===== src/hw/rtl/atrp_pkg.sv =====
`default_nettype none
// ----------------------------------------------------------------------------
// Tilt angle package
// Widths, fixed-point constants and the arctangent table shared by the
// roll/pitch pipeline.
// ----------------------------------------------------------------------------
package atrp_pkg;

    localparam int ATRP_ANGLE_ITERATIONS = 16;
    localparam int TABLE_LEN             = 24;

    localparam int SAMPLE_W      = 16;
    localparam int OPERAND_SHIFT = 16;
    localparam int ANGLE_FRAC    = 20;

    // Rotation datapath: 16-bit operands shifted up by 16, grown by two
    // CORDIC gains and the diagonal.
    localparam int CORDIC_W = 38;
    // Angle accumulator in units of 2^-20 degree, covers -512 up to just under +512 degrees.
    localparam int ANGLE_W  = 30;

    localparam int GAIN_W = 31;
    localparam logic [GAIN_W-1:0] GAIN_Q30 = 31'd1768195363;
    localparam int NX_SHIFT = 30 - OPERAND_SHIFT;
    localparam int PROD_W   = (SAMPLE_W + 1) + (GAIN_W + 1);

    localparam int ROLL_W  = 16;
    localparam int PITCH_W = 15;

    // |angle| * 100 and the rounded quotient.
    localparam int MAG_W = 37;
    localparam int Q_W   = MAG_W - ANGLE_FRAC;

    typedef logic signed [CORDIC_W-1:0] t_cordic;
    typedef logic signed [ANGLE_W-1:0]  t_angle;
    typedef logic [MAG_W-1:0]           t_mag;
    typedef logic [Q_W-1:0]             t_quot;

    localparam t_angle HALF_TURN    = t_angle'(180 * (2 ** ANGLE_FRAC));
    localparam t_angle QUARTER_TURN = t_angle'(90 * (2 ** ANGLE_FRAC));
    localparam t_mag   CENTI_SCALE  = t_mag'(100);
    localparam t_mag   ROUND_HALF   = t_mag'(2 ** (ANGLE_FRAC - 1));
    localparam t_quot  ROLL_LIMIT   = t_quot'(18000);
    localparam t_quot  PITCH_LIMIT  = t_quot'(9000);

    // atan(2^-i) in units of 2^-20 degree, rounded to nearest.
    localparam t_angle ATAN_TABLE [TABLE_LEN] = '{
        30'sd47185920, 30'sd27855475, 30'sd14718068, 30'sd7471121,
        30'sd3750058,  30'sd1876857,  30'sd938658,   30'sd469357,
        30'sd234682,   30'sd117342,   30'sd58671,    30'sd29335,
        30'sd14668,    30'sd7334,     30'sd3667,     30'sd1833,
        30'sd917,      30'sd458,      30'sd229,      30'sd115,
        30'sd57,       30'sd29,       30'sd14,       30'sd7
    };

    // One vector in flight through the rotation stages.
    typedef struct packed {
        t_cordic a;
        t_cordic b;
        t_angle  ang;
    } t_vec;

    // Per-item data that rides alongside the rotations.
    typedef struct packed {
        t_cordic nx;
        t_angle  roll_ang;
        logic    yz_zero;
        logic    x_zero;
        logic    x_neg;
    } t_side;

endpackage
`default_nettype wire


===== src/hw/rtl/atrp_cordic_stage.sv =====
`default_nettype none
// ----------------------------------------------------------------------------
// CORDIC vectoring stage
// One registered micro-rotation that drives b toward zero and accumulates
// the angle turned.
// ----------------------------------------------------------------------------
module atrp_cordic_stage import atrp_pkg::*; #(
    parameter int STAGE_IDX = 0
) (
    input  wire  i_clk,
    input  wire  i_en,
    input  t_vec i_vec,
    output t_vec o_vec
);

    localparam t_angle STEP_ANGLE = ATAN_TABLE[STAGE_IDX];

    t_vec    r_vec;
    t_vec    n_vec;
    t_cordic w_da;
    t_cordic w_db;

    // Arithmetic shifts floor, matching the fixed-point definition.
    assign w_da = i_vec.b >>> STAGE_IDX;
    assign w_db = i_vec.a >>> STAGE_IDX;

    always_comb begin
        if (i_vec.b > 0) begin
            n_vec.a   = i_vec.a + w_da;
            n_vec.b   = i_vec.b - w_db;
            n_vec.ang = i_vec.ang + STEP_ANGLE;
        end else begin
            n_vec.a   = i_vec.a - w_da;
            n_vec.b   = i_vec.b + w_db;
            n_vec.ang = i_vec.ang - STEP_ANGLE;
        end
    end

    always_ff @(posedge i_clk) begin
        if (i_en) begin
            r_vec <= n_vec;
        end
    end

    assign o_vec = r_vec;

endmodule
`default_nettype wire


===== config.mk =====
export PLATFORM = sky130hd
export DESIGN_NAME = atrp_cordic_stage
export DESIGN_NICKNAME = d
export VERILOG_FILES = /design/src/hw/rtl/atrp_pkg.sv /design/src/hw/rtl/atrp_cordic_stage.sv
export SDC_FILE = /design/constraint.sdc
export NUM_CORES = 1
export LEC_CHECK = 0
export BUFFER_PORTS_ARGS = -buffer_cell sky130_fd_sc_hd__buf_2
export CORE_ASPECT_RATIO = 2
export CORE_MARGIN = 10
export CORE_UTILIZATION = 55
export CTS_CLUSTER_DIAMETER = 80
export DETAILED_ROUTE_END_ITERATION = 7
export GPL_ROUTABILITY_DRIVEN = 0
export HOLD_SLACK_MARGIN = 0.08
export PLACE_DENSITY_LB_ADDON = 0.05
export SYNTH_ARGS = -nofsm -noshare
export SYNTH_HDL_FRONTEND = slang
export SYNTH_SLANG_ARGS = --single-unit

===== constraint.sdc =====
create_clock -name i_clk -period 10.5 [get_ports i_clk]
set_input_delay 1.05 -clock i_clk [delete_from_list [all_inputs] [get_ports i_clk]]
set_output_delay 1.05 -clock i_clk [all_outputs]
set_load 0.005 [all_outputs]

==> results by group, run 1 <==
Synthesis
  • Post-synth EDFFs: 105
  • Number of synthesized register bits: 105
  • Post-Syn Area: 10300 um2
  • Mapped Nets: 1432
  • Ys async rst share: 0
  • Top cell type's share of synthesized area: 0.306
  • Synth area leader: edfxtp_1
  • Post-synthesis sequential area ratio: 0.306
  • Post-synthesis instance total: 1201
  • Primary FF master, synth: edfxtp_1
  • Synth Area per Inst: 8.59 um2
  • Yosys warnings: 0
  • Area contributors post-synth: edfxtp_1, ha_1, a21oi_1
  • Yosys cell types: 79

Routing
  • Routed Antenna Nets: 0
  • Routed via count: 9890
  • DRT iter0 DRCs: 750
  • WL/cell: 23.3 um
  • Via density: 6.23
  • Final WL: 36900 um
  • Drt first pass iters: 5
  • DRC: 0

Setup path
  • Critical Path AT: 5040 ps
  • CP Capture Point: o_vec[29]$_DFFE_PP_
  • CP required: 10620 ps
  • CP Max Fanout: 84
  • Kind of critical path: input port to flip-flop
  • CP Capture Type: flip-flop
  • Worst setup SP type: input port
  • Crit path launch: i_vec[39]

Floorplan
  • Core ar.: 18400 um2
  • Die area: 25000 um2
  • Std-Cell Rows: 70
  • Die Y-Extent: 214 um
  • IO Count: 214
  • Die X-Extent: 117 um
  • Starting Density: 0.561

CTS
  • H-tree Lvls: 3
  • Cts bufs inserted: 9
  • Clk buf depth: 2
  • # hold bufs at CTS: 0
  • CTS Sinks: 105
  • Clock Pin Slew Worst Setup and Hold Paths: 80 ps
  • CTS tree: yes
  • # Post-CTS Setup Buffers: 0
  • Root buffer cell: clkbuf_16
  • PostCTS Resize Cnt: 0

Power and ir drop
  • Max VDD drop: 0.0000840 V
  • Cell Pwr Density: 128 nW/um2
  • Final Power: 1.49 mW
  • Leak pwr: 5.22 nW

Run status
  • Status: complete, no violations

STA
  • Max_slew headroom: 0.263
  • Setup-failing EPs final: 0
  • RSZ-0062 raised after global routing: false
  • Worst Tran Pin Value: 1100 ps
  • Max Slew Vio Count: 0
  • WHS: 855 ps
  • Setup TNS Final: 0 ps
  • Min cycle time layout: 4920 ps
  • Max Freq: 203 MHz
  • Endpoints failing hold: 0
  • Final cycle utilization of the critical path: 0.469

Placement
  • DP Wirelength: 29500 um
  • Number of port buffers: 213

GRT
  • Largest net degree at the start of global routing: 85
  • Grt total ovfl: 0
  • GRT Util Overall: 0.290
  • Global-route wire length before repair: 54500 um
  • Initial antenna violation count: 0
  • Vias in the first global route: 9851

Final layout
  • Share of cells above drive strength 1: 0.192
  • Layout Nets: 1598
  • Most common cell after layout, fill and taps aside: buf_2
  • Max reg flops: 105
  • Final core utilization: 0.635
  • Commonest non-fill, non-tap cells in the layout: buf_2, a21oi_1, ha_1
  • Diode count: 0
  • Layout area overhead: 13.2%

Min path
  • Worst hold path type: input port to flip-flop

Job
  • MaxCap Viol Count: 0
[how the worst min path moves through the flow]
stage,start,endpoint,cells past startpoint
after CTS,i_vec[4],o_vec[4]$_DFFE_PP_,1
after global routing,i_vec[15],o_vec[15]$_DFFE_PP_,1
after floorplan,i_vec[0],o_vec[0]$_DFFE_PP_,0
after global placement,i_vec[0],o_vec[0]$_DFFE_PP_,1
after detailed placement,i_vec[3],o_vec[3]$_DFFE_PP_,1
final,i_vec[15],o_vec[15]$_DFFE_PP_,1
[Yosys cell counts, types with 15 or more instances]
master and count:
a211oi_1 16, a21o_1 28, a21oi_1 145, buf_2 20, clkbuf_1 25, edfxtp_1 105, ha_1 119, inv_1 113
nand2_1 71, nand3_1 24, nand4_1 15, nor2_1 94, nor3_1 17, nor4_1 17, o21ai_0 81, o21bai_1 21
xnor2_1 62, xor2_1 18
[layout make-up]
type                    instances  area [um2]
inverters                     115         432
fillers                      1725        6710
clock inverters                 6        71.3
clock buffers                  10         229
repair buffers                216        1090
flip-flops and latches        105        3150
well taps                     216         270
multi-input cells             920        6440
[stage by stage]
step	setup slack, ps	area (um2)	std cells
final	5580	11700	1588
after global routing	5440	11700	1588
after CTS	5820	11700	1588
after detailed placement	5500	11400	1572
after global placement	5520	11400	1572
after floorplan	6370	10300	1201
[routing by layer]
metal / GRT usage / share of wire / up-vias
met2: 0.558 / 0.55 / 472
met4: 0.208 / 0.078 / 0
met3: 0.0465 / 0.058 / 137
met1: 0.259 / 0.31 / 4631
li1: - / - / 4650
met5: 0 / 0 / -
[cells by family (layout without fill, tap and decap cells)]
group           after synthesis  after routing  synth area share
fa+ha+maj                   123            123             0.152
mux                          10             10           0.00970
simple gates                299            299             0.141
buf+inv                     176            347            0.0705
flops                       105            105             0.306
compound gates              408            408             0.253
xor+xnor                     80             80            0.0679
[worst max-delay path, cell delays in order]
cell      delay [ps]
buf_2            130
nor4_1           930
nand4_1          190
nor3_1           160
or2_2            150
buf_4            700
ha_1             380
a21o_1           150
a21oi_1          220
o21bai_1          90
a21oi_1          220
o21ai_0          180
a21o_1           210
a21oi_1          160
xnor2_1          100
[where the power goes]
| part | total, mW | internal, mW | switching [mW] |
|---|---|---|---|
| Clock | 0.356 | 0.189 | 0.167 |
| Sequential | 0.562 | 0.546 | 0.0153 |
| Combinational | 0.575 | 0.214 | 0.360 |
Power figures use the tool's default switching activity.
==> run 2, diff against run 1 <==
==> constraint.sdc (replaced) <==
create_clock -name i_clk -period 5 [get_ports i_clk]
set_input_delay 0.5 -clock i_clk [delete_from_list [all_inputs] [get_ports i_clk]]
set_output_delay 0.5 -clock i_clk [all_outputs]
set_load 0.005 [all_outputs]
==> results by group, run 2 (same netlist as run 1, synthesis figures left out) <==
Run status
  • Status: complete, no violations

Final layout
  • Max reg flops: 105
  • Commonest non-fill, non-tap cells in the layout: buf_2, a21oi_1, ha_1
  • Share of cells above drive strength 1: 0.193
  • Diode count: 0
  • Layout area overhead: 13.2%
  • Post-route cell area: 11700 um2
  • Most common cell after layout, fill and taps aside: buf_2
  • Layout Nets: 1601

STA
  • WHS: 306 ps
  • Min cycle time layout: 3560 ps
  • Max Slew Vio Count: 0
  • Final cycle utilization of the critical path: 0.712
  • Max Freq: 281 MHz
  • RSZ-0062 raised after global routing: false
  • Setup TNS Final: 0 ps
  • Setup-failing EPs final: 0
  • Post-layout worst setup margin: 1440 ps
  • Endpoints failing hold: 0
  • Max_slew headroom: 0.452
  • Worst Tran Pin Value: 823 ps

Power and ir drop
  • Cell Pwr Density: 263 nW/um2
  • Gate power share: 0.392
  • Clock share of power: 0.223
  • Net switching power: 1.14 mW
  • Sw Share: 0.369
  • Leak pwr: 5.21 nW
  • Max VDD drop: 0.000176 V
  • Sequential power share: 0.384
  • P_int: 1.94 mW

CTS
  • CTS Sinks: 105
  • H-tree Lvls: 3
  • PostCTS Resize Cnt: 0
  • Clk buf depth: 2
  • # hold bufs at CTS: 0
  • CTS tree: yes
  • Cts bufs inserted: 9
  • Root buffer cell: clkbuf_16
  • # Post-CTS Setup Buffers: 0
  • Clock Pin Slew Worst Setup and Hold Paths: 70 ps

Routing
  • DRC: 0
  • Via density: 6.23
  • DRT iter0 DRCs: 686
  • Final WL: 36600 um
  • WL/cell: 23.0 um
  • Drt first pass iters: 5
  • Routed Antenna Nets: 0
  • Routed via count: 9904

Floorplan
  • Starting Density: 0.561
  • IO Count: 214
  • Die X-Extent: 117 um
  • Core ar.: 18400 um2
  • Die area: 25000 um2
  • Std-Cell Rows: 70
  • Die Y-Extent: 214 um

GRT
  • Largest net degree at the start of global routing: 77
  • Grt total ovfl: 0
  • Vias in the first global route: 10.2k
  • Global-route wire length before repair: 55100 um
  • Initial antenna violation count: 0
  • GRT Util Overall: 0.291

Setup path
  • CP Capture Type: flip-flop
  • Worst setup SP type: input port
  • Critical Path AT: 3680 ps
  • CP required: 5120 ps
  • Kind of critical path: input port to flip-flop
  • CP Max Fanout: 10

Min path
  • Worst hold path type: input port to flip-flop

Placement
  • Post-DP Area: 11400 um2
  • Setup WS pre-CTS: 1180 ps
  • DP Wirelength: 29400 um
  • Number of port buffers: 213

Job
  • MaxCap Viol Count: 0
==> run 2: cell count changes in the layout (fill, tap and decap cells not counted) <==
cell / delta
clkinvlp_4: +1
bufinv_16: -1
buf_4: +3
inv_6: -3
clkinv_4: +2
clkinv_1: +1
==> run 2: final timing paths <==
path	start	endpoint	slack, ps	depth (start not counted)
setup / recovery	i_vec[50]	o_vec[29]$_DFFE_PP_	1440	14
hold / removal	i_vec[0]	o_vec[0]$_DFFE_PP_	310	1
==> run 2: per-layer routing <==
metal	up-vias	GRT usage	wire [um]
met5	-	0	0
met4	0	0.238	3330
met3	171	0.0383	2050
met2	461	0.548	19800
met1	4610	0.264	11400
li1	4662	-	-
==> run 2: area by class of cell <==
class / count / area (um2)
Clock buffer: 10 / 229
Clock inverter: 6 / 43.8
Fill cell: 1706 / 6720
Inverter: 115 / 432
Multi-Input combinational cell: 920 / 6440
Sequential cell: 105 / 3150
Tap cell: 216 / 270
Timing Repair Buffer: 219 / 1110
==> run 2: power by group through the flow <==
stage               combinational (mW)  sequential, mW  clock [mW]
CTS                               1.19            1.18       0.694
detailed placement                1.18            1.20           0
finish                            1.21            1.18       0.687
global route                      1.31            1.19       0.712
global placement                  1.17            1.20           0
floorplan                        0.708            1.22           0
==> run 2: critical path, stage by stage <==
cell,delay [ps]
buf_2,120
nor3_1,590
nand4_1,250
nor3_1,240
or2_2,290
inv_2,140
ha_1,350
a21oi_1,240
o21bai_1,90
a21oi_1,210
o21ai_0,180
a21o_1,210
a21oi_1,170
xnor2_1,90
==> run 2: metrics by stage <==
step | power [mW] | cells | utilization
6_report | 3.08 | 1591 | 0.635
4_1_cts | 3.07 | 1591 | 0.635
3_5_place_dp | 2.38 | 1575 | 0.620
3_3_place_gp | 2.37 | 1575 | 0.620
2_1_floorplan | 1.93 | 1201 | -
5_1_grt | 3.22 | 1591 | 0.635
==> run 3, diff against run 2 <==
==> constraint.sdc (replaced) <==
create_clock -name i_clk -period 3.3 [get_ports i_clk]
set_input_delay 0.33 -clock i_clk [delete_from_list [all_inputs] [get_ports i_clk]]
set_output_delay 0.33 -clock i_clk [all_outputs]
set_load 0.005 [all_outputs]
==> results by group, run 3 (same netlist as run 1, synthesis figures left out) <==
Final layout
  • Final core utilization: 0.704
  • Number of fill cells: 1582
  • Max reg flops: 105
  • Most common cell after layout, fill and taps aside: buf_2
  • Commonest non-fill, non-tap cells in the layout: buf_2, buf_4, a21oi_1
  • Layout area overhead: 25.5%
  • Share of cells above drive strength 1: 0.280
  • Layout Nets: 1759

Routing
  • DRC: 0
  • Final WL: 39000 um
  • Drt first pass iters: 5
  • WL/cell: 22.3 um
  • Routed via count: 10.6k
  • DRT iter0 DRCs: 671
  • Routed Antenna Nets: 0
  • Via density: 6.08

CTS
  • Clock Pin Slew Worst Setup and Hold Paths: 70 ps
  • Root buffer cell: clkbuf_16
  • Clk buf depth: 2
  • CTS tree: yes
  • Cts bufs inserted: 9
  • # Post-CTS Setup Buffers: 0
  • CTS Sinks: 105
  • H-tree Lvls: 3

GRT
  • Vias in the first global route: 10.9k
  • Largest net degree at the start of global routing: 54
  • GRT Util Overall: 0.310
  • Initial antenna violation count: 1
  • Global-route wire length before repair: 58200 um
  • Grt total ovfl: 0

Placement
  • DP Wirelength: 31600 um
  • Setup WS pre-CTS: -557 ps
  • Number of port buffers: 213

Setup path
  • CP Max Fanout: 4
  • Kind of critical path: input port to flip-flop
  • CP Capture Point: o_vec[92]$_DFFE_PP_
  • Crit path launch: i_vec[30]
  • CP Capture Type: flip-flop
  • Worst setup SP type: input port
  • CP required: 3400 ps
  • Critical Path AT: 3210 ps

STA
  • Endpoints failing hold: 0
  • Max_slew headroom: 0.400
  • Worst Tran Pin Value: 891 ps
  • Final cycle utilization of the critical path: 0.941
  • Max Slew Vio Count: 0
  • Min cycle time layout: 3110 ps
  • Post-layout worst setup margin: 193 ps
  • Max Freq: 322 MHz
  • WHS: 140 ps
  • RSZ-0062 raised after global routing: false
  • Setup-failing EPs final: 0

Min path
  • Worst hold path type: input port to flip-flop

Job
  • MaxCap Viol Count: 0

Power and ir drop
  • Gate power share: 0.421
  • Final Power: 5.02 mW
  • Leak pwr: 6.01 nW
  • Cell Pwr Density: 388 nW/um2
  • Net switching power: 1.79 mW
  • Max VDD drop: 0.000304 V
  • P_int: 3.23 mW
  • Sw Share: 0.357
  • Clock share of power: 0.223
  • Sequential power share: 0.356

Floorplan
  • Starting Density: 0.561
  • Die area: 25000 um2
  • Std-Cell Rows: 70
  • Die X-Extent: 117 um
  • IO Count: 214
  • Die Y-Extent: 214 um
  • Core ar.: 18400 um2

Run status
  • Status: complete, no violations
run 3: worst max-delay path, stage by stage:
cell	delay (ps)
buf_2	130
ha_1	210
inv_1	70
fa_1	210
o21bai_1	120
a211oi_2	480
o211ai_1	310
or2_0	280
a21o_1	210
a221oi_1	460
nor2_1	100
a21o_1	190
xnor2_1	110
run 3: final cells by class:
class	instances	area [um2]	share of cell area
flip-flops and latches	105	3150	0.244
well taps	216	270	0.0209
clock buffers	9	225	0.0174
inverters	115	432	0.0333
diodes	1	2.50	0.000193
multi-input cells	920	6460	0.499
clock inverters	7	76.3	0.00590
repair buffers	377	2320	0.180
run 3: worst min path at each step:
| stage | slack [ps] | cells after the start | endpoint | from |
|---|---|---|---|---|
| finish | 140 | 1 | o_vec[0]$_DFFE_PP_ | i_vec[0] |
| CTS | 140 | 1 | o_vec[0]$_DFFE_PP_ | i_vec[0] |
| detailed placement | 510 | 1 | o_vec[2]$_DFFE_PP_ | i_vec[2] |
| floorplan | 430 | 0 | o_vec[0]$_DFFE_PP_ | i_vec[0] |
| global placement | 510 | 1 | o_vec[19]$_DFFE_PP_ | i_vec[19] |
| global route | 140 | 1 | o_vec[17]$_DFFE_PP_ | i_vec[17] |
run 3: power by group through the flow:
| stage | clock network, mW | registers, mW | logic [mW] |
|---|---|---|---|
| detailed placement | 0 | 1.82 | 2.06 |
| floorplan | 0 | 1.85 | 1.07 |
| CTS | 1.13 | 1.79 | 2.07 |
| finish | 1.12 | 1.79 | 2.11 |
| global placement | 0 | 1.82 | 2.03 |
| global route | 1.17 | 1.81 | 2.28 |
run 3: metal layers:
metal / global-route usage / wire length, um / share of wire
met1: 0.273 / 11700 / 0.30
met2: 0.571 / 21000 / 0.54
met3: 0.0509 / 2390 / 0.061
met4: 0.285 / 3890 / 0.10
met5: 0 / 0 / 0
run 3: stage by stage:
step,cell area [um2],TNS (ps),instances
after detailed placement,12600,-7020,1733
after floorplan,10300,0,1201
after CTS,12900,0,1749
final,12900,0,1750
after global placement,12600,-3760,1733
after global routing,12900,0,1750
run 3: repair_timing:
action	CTS	global route
endpoints found under the hold margin	0	0
resized for setup	1	3
hold buffers	0	0
endpoints found under the setup margin	4	5
pin swaps	0	0
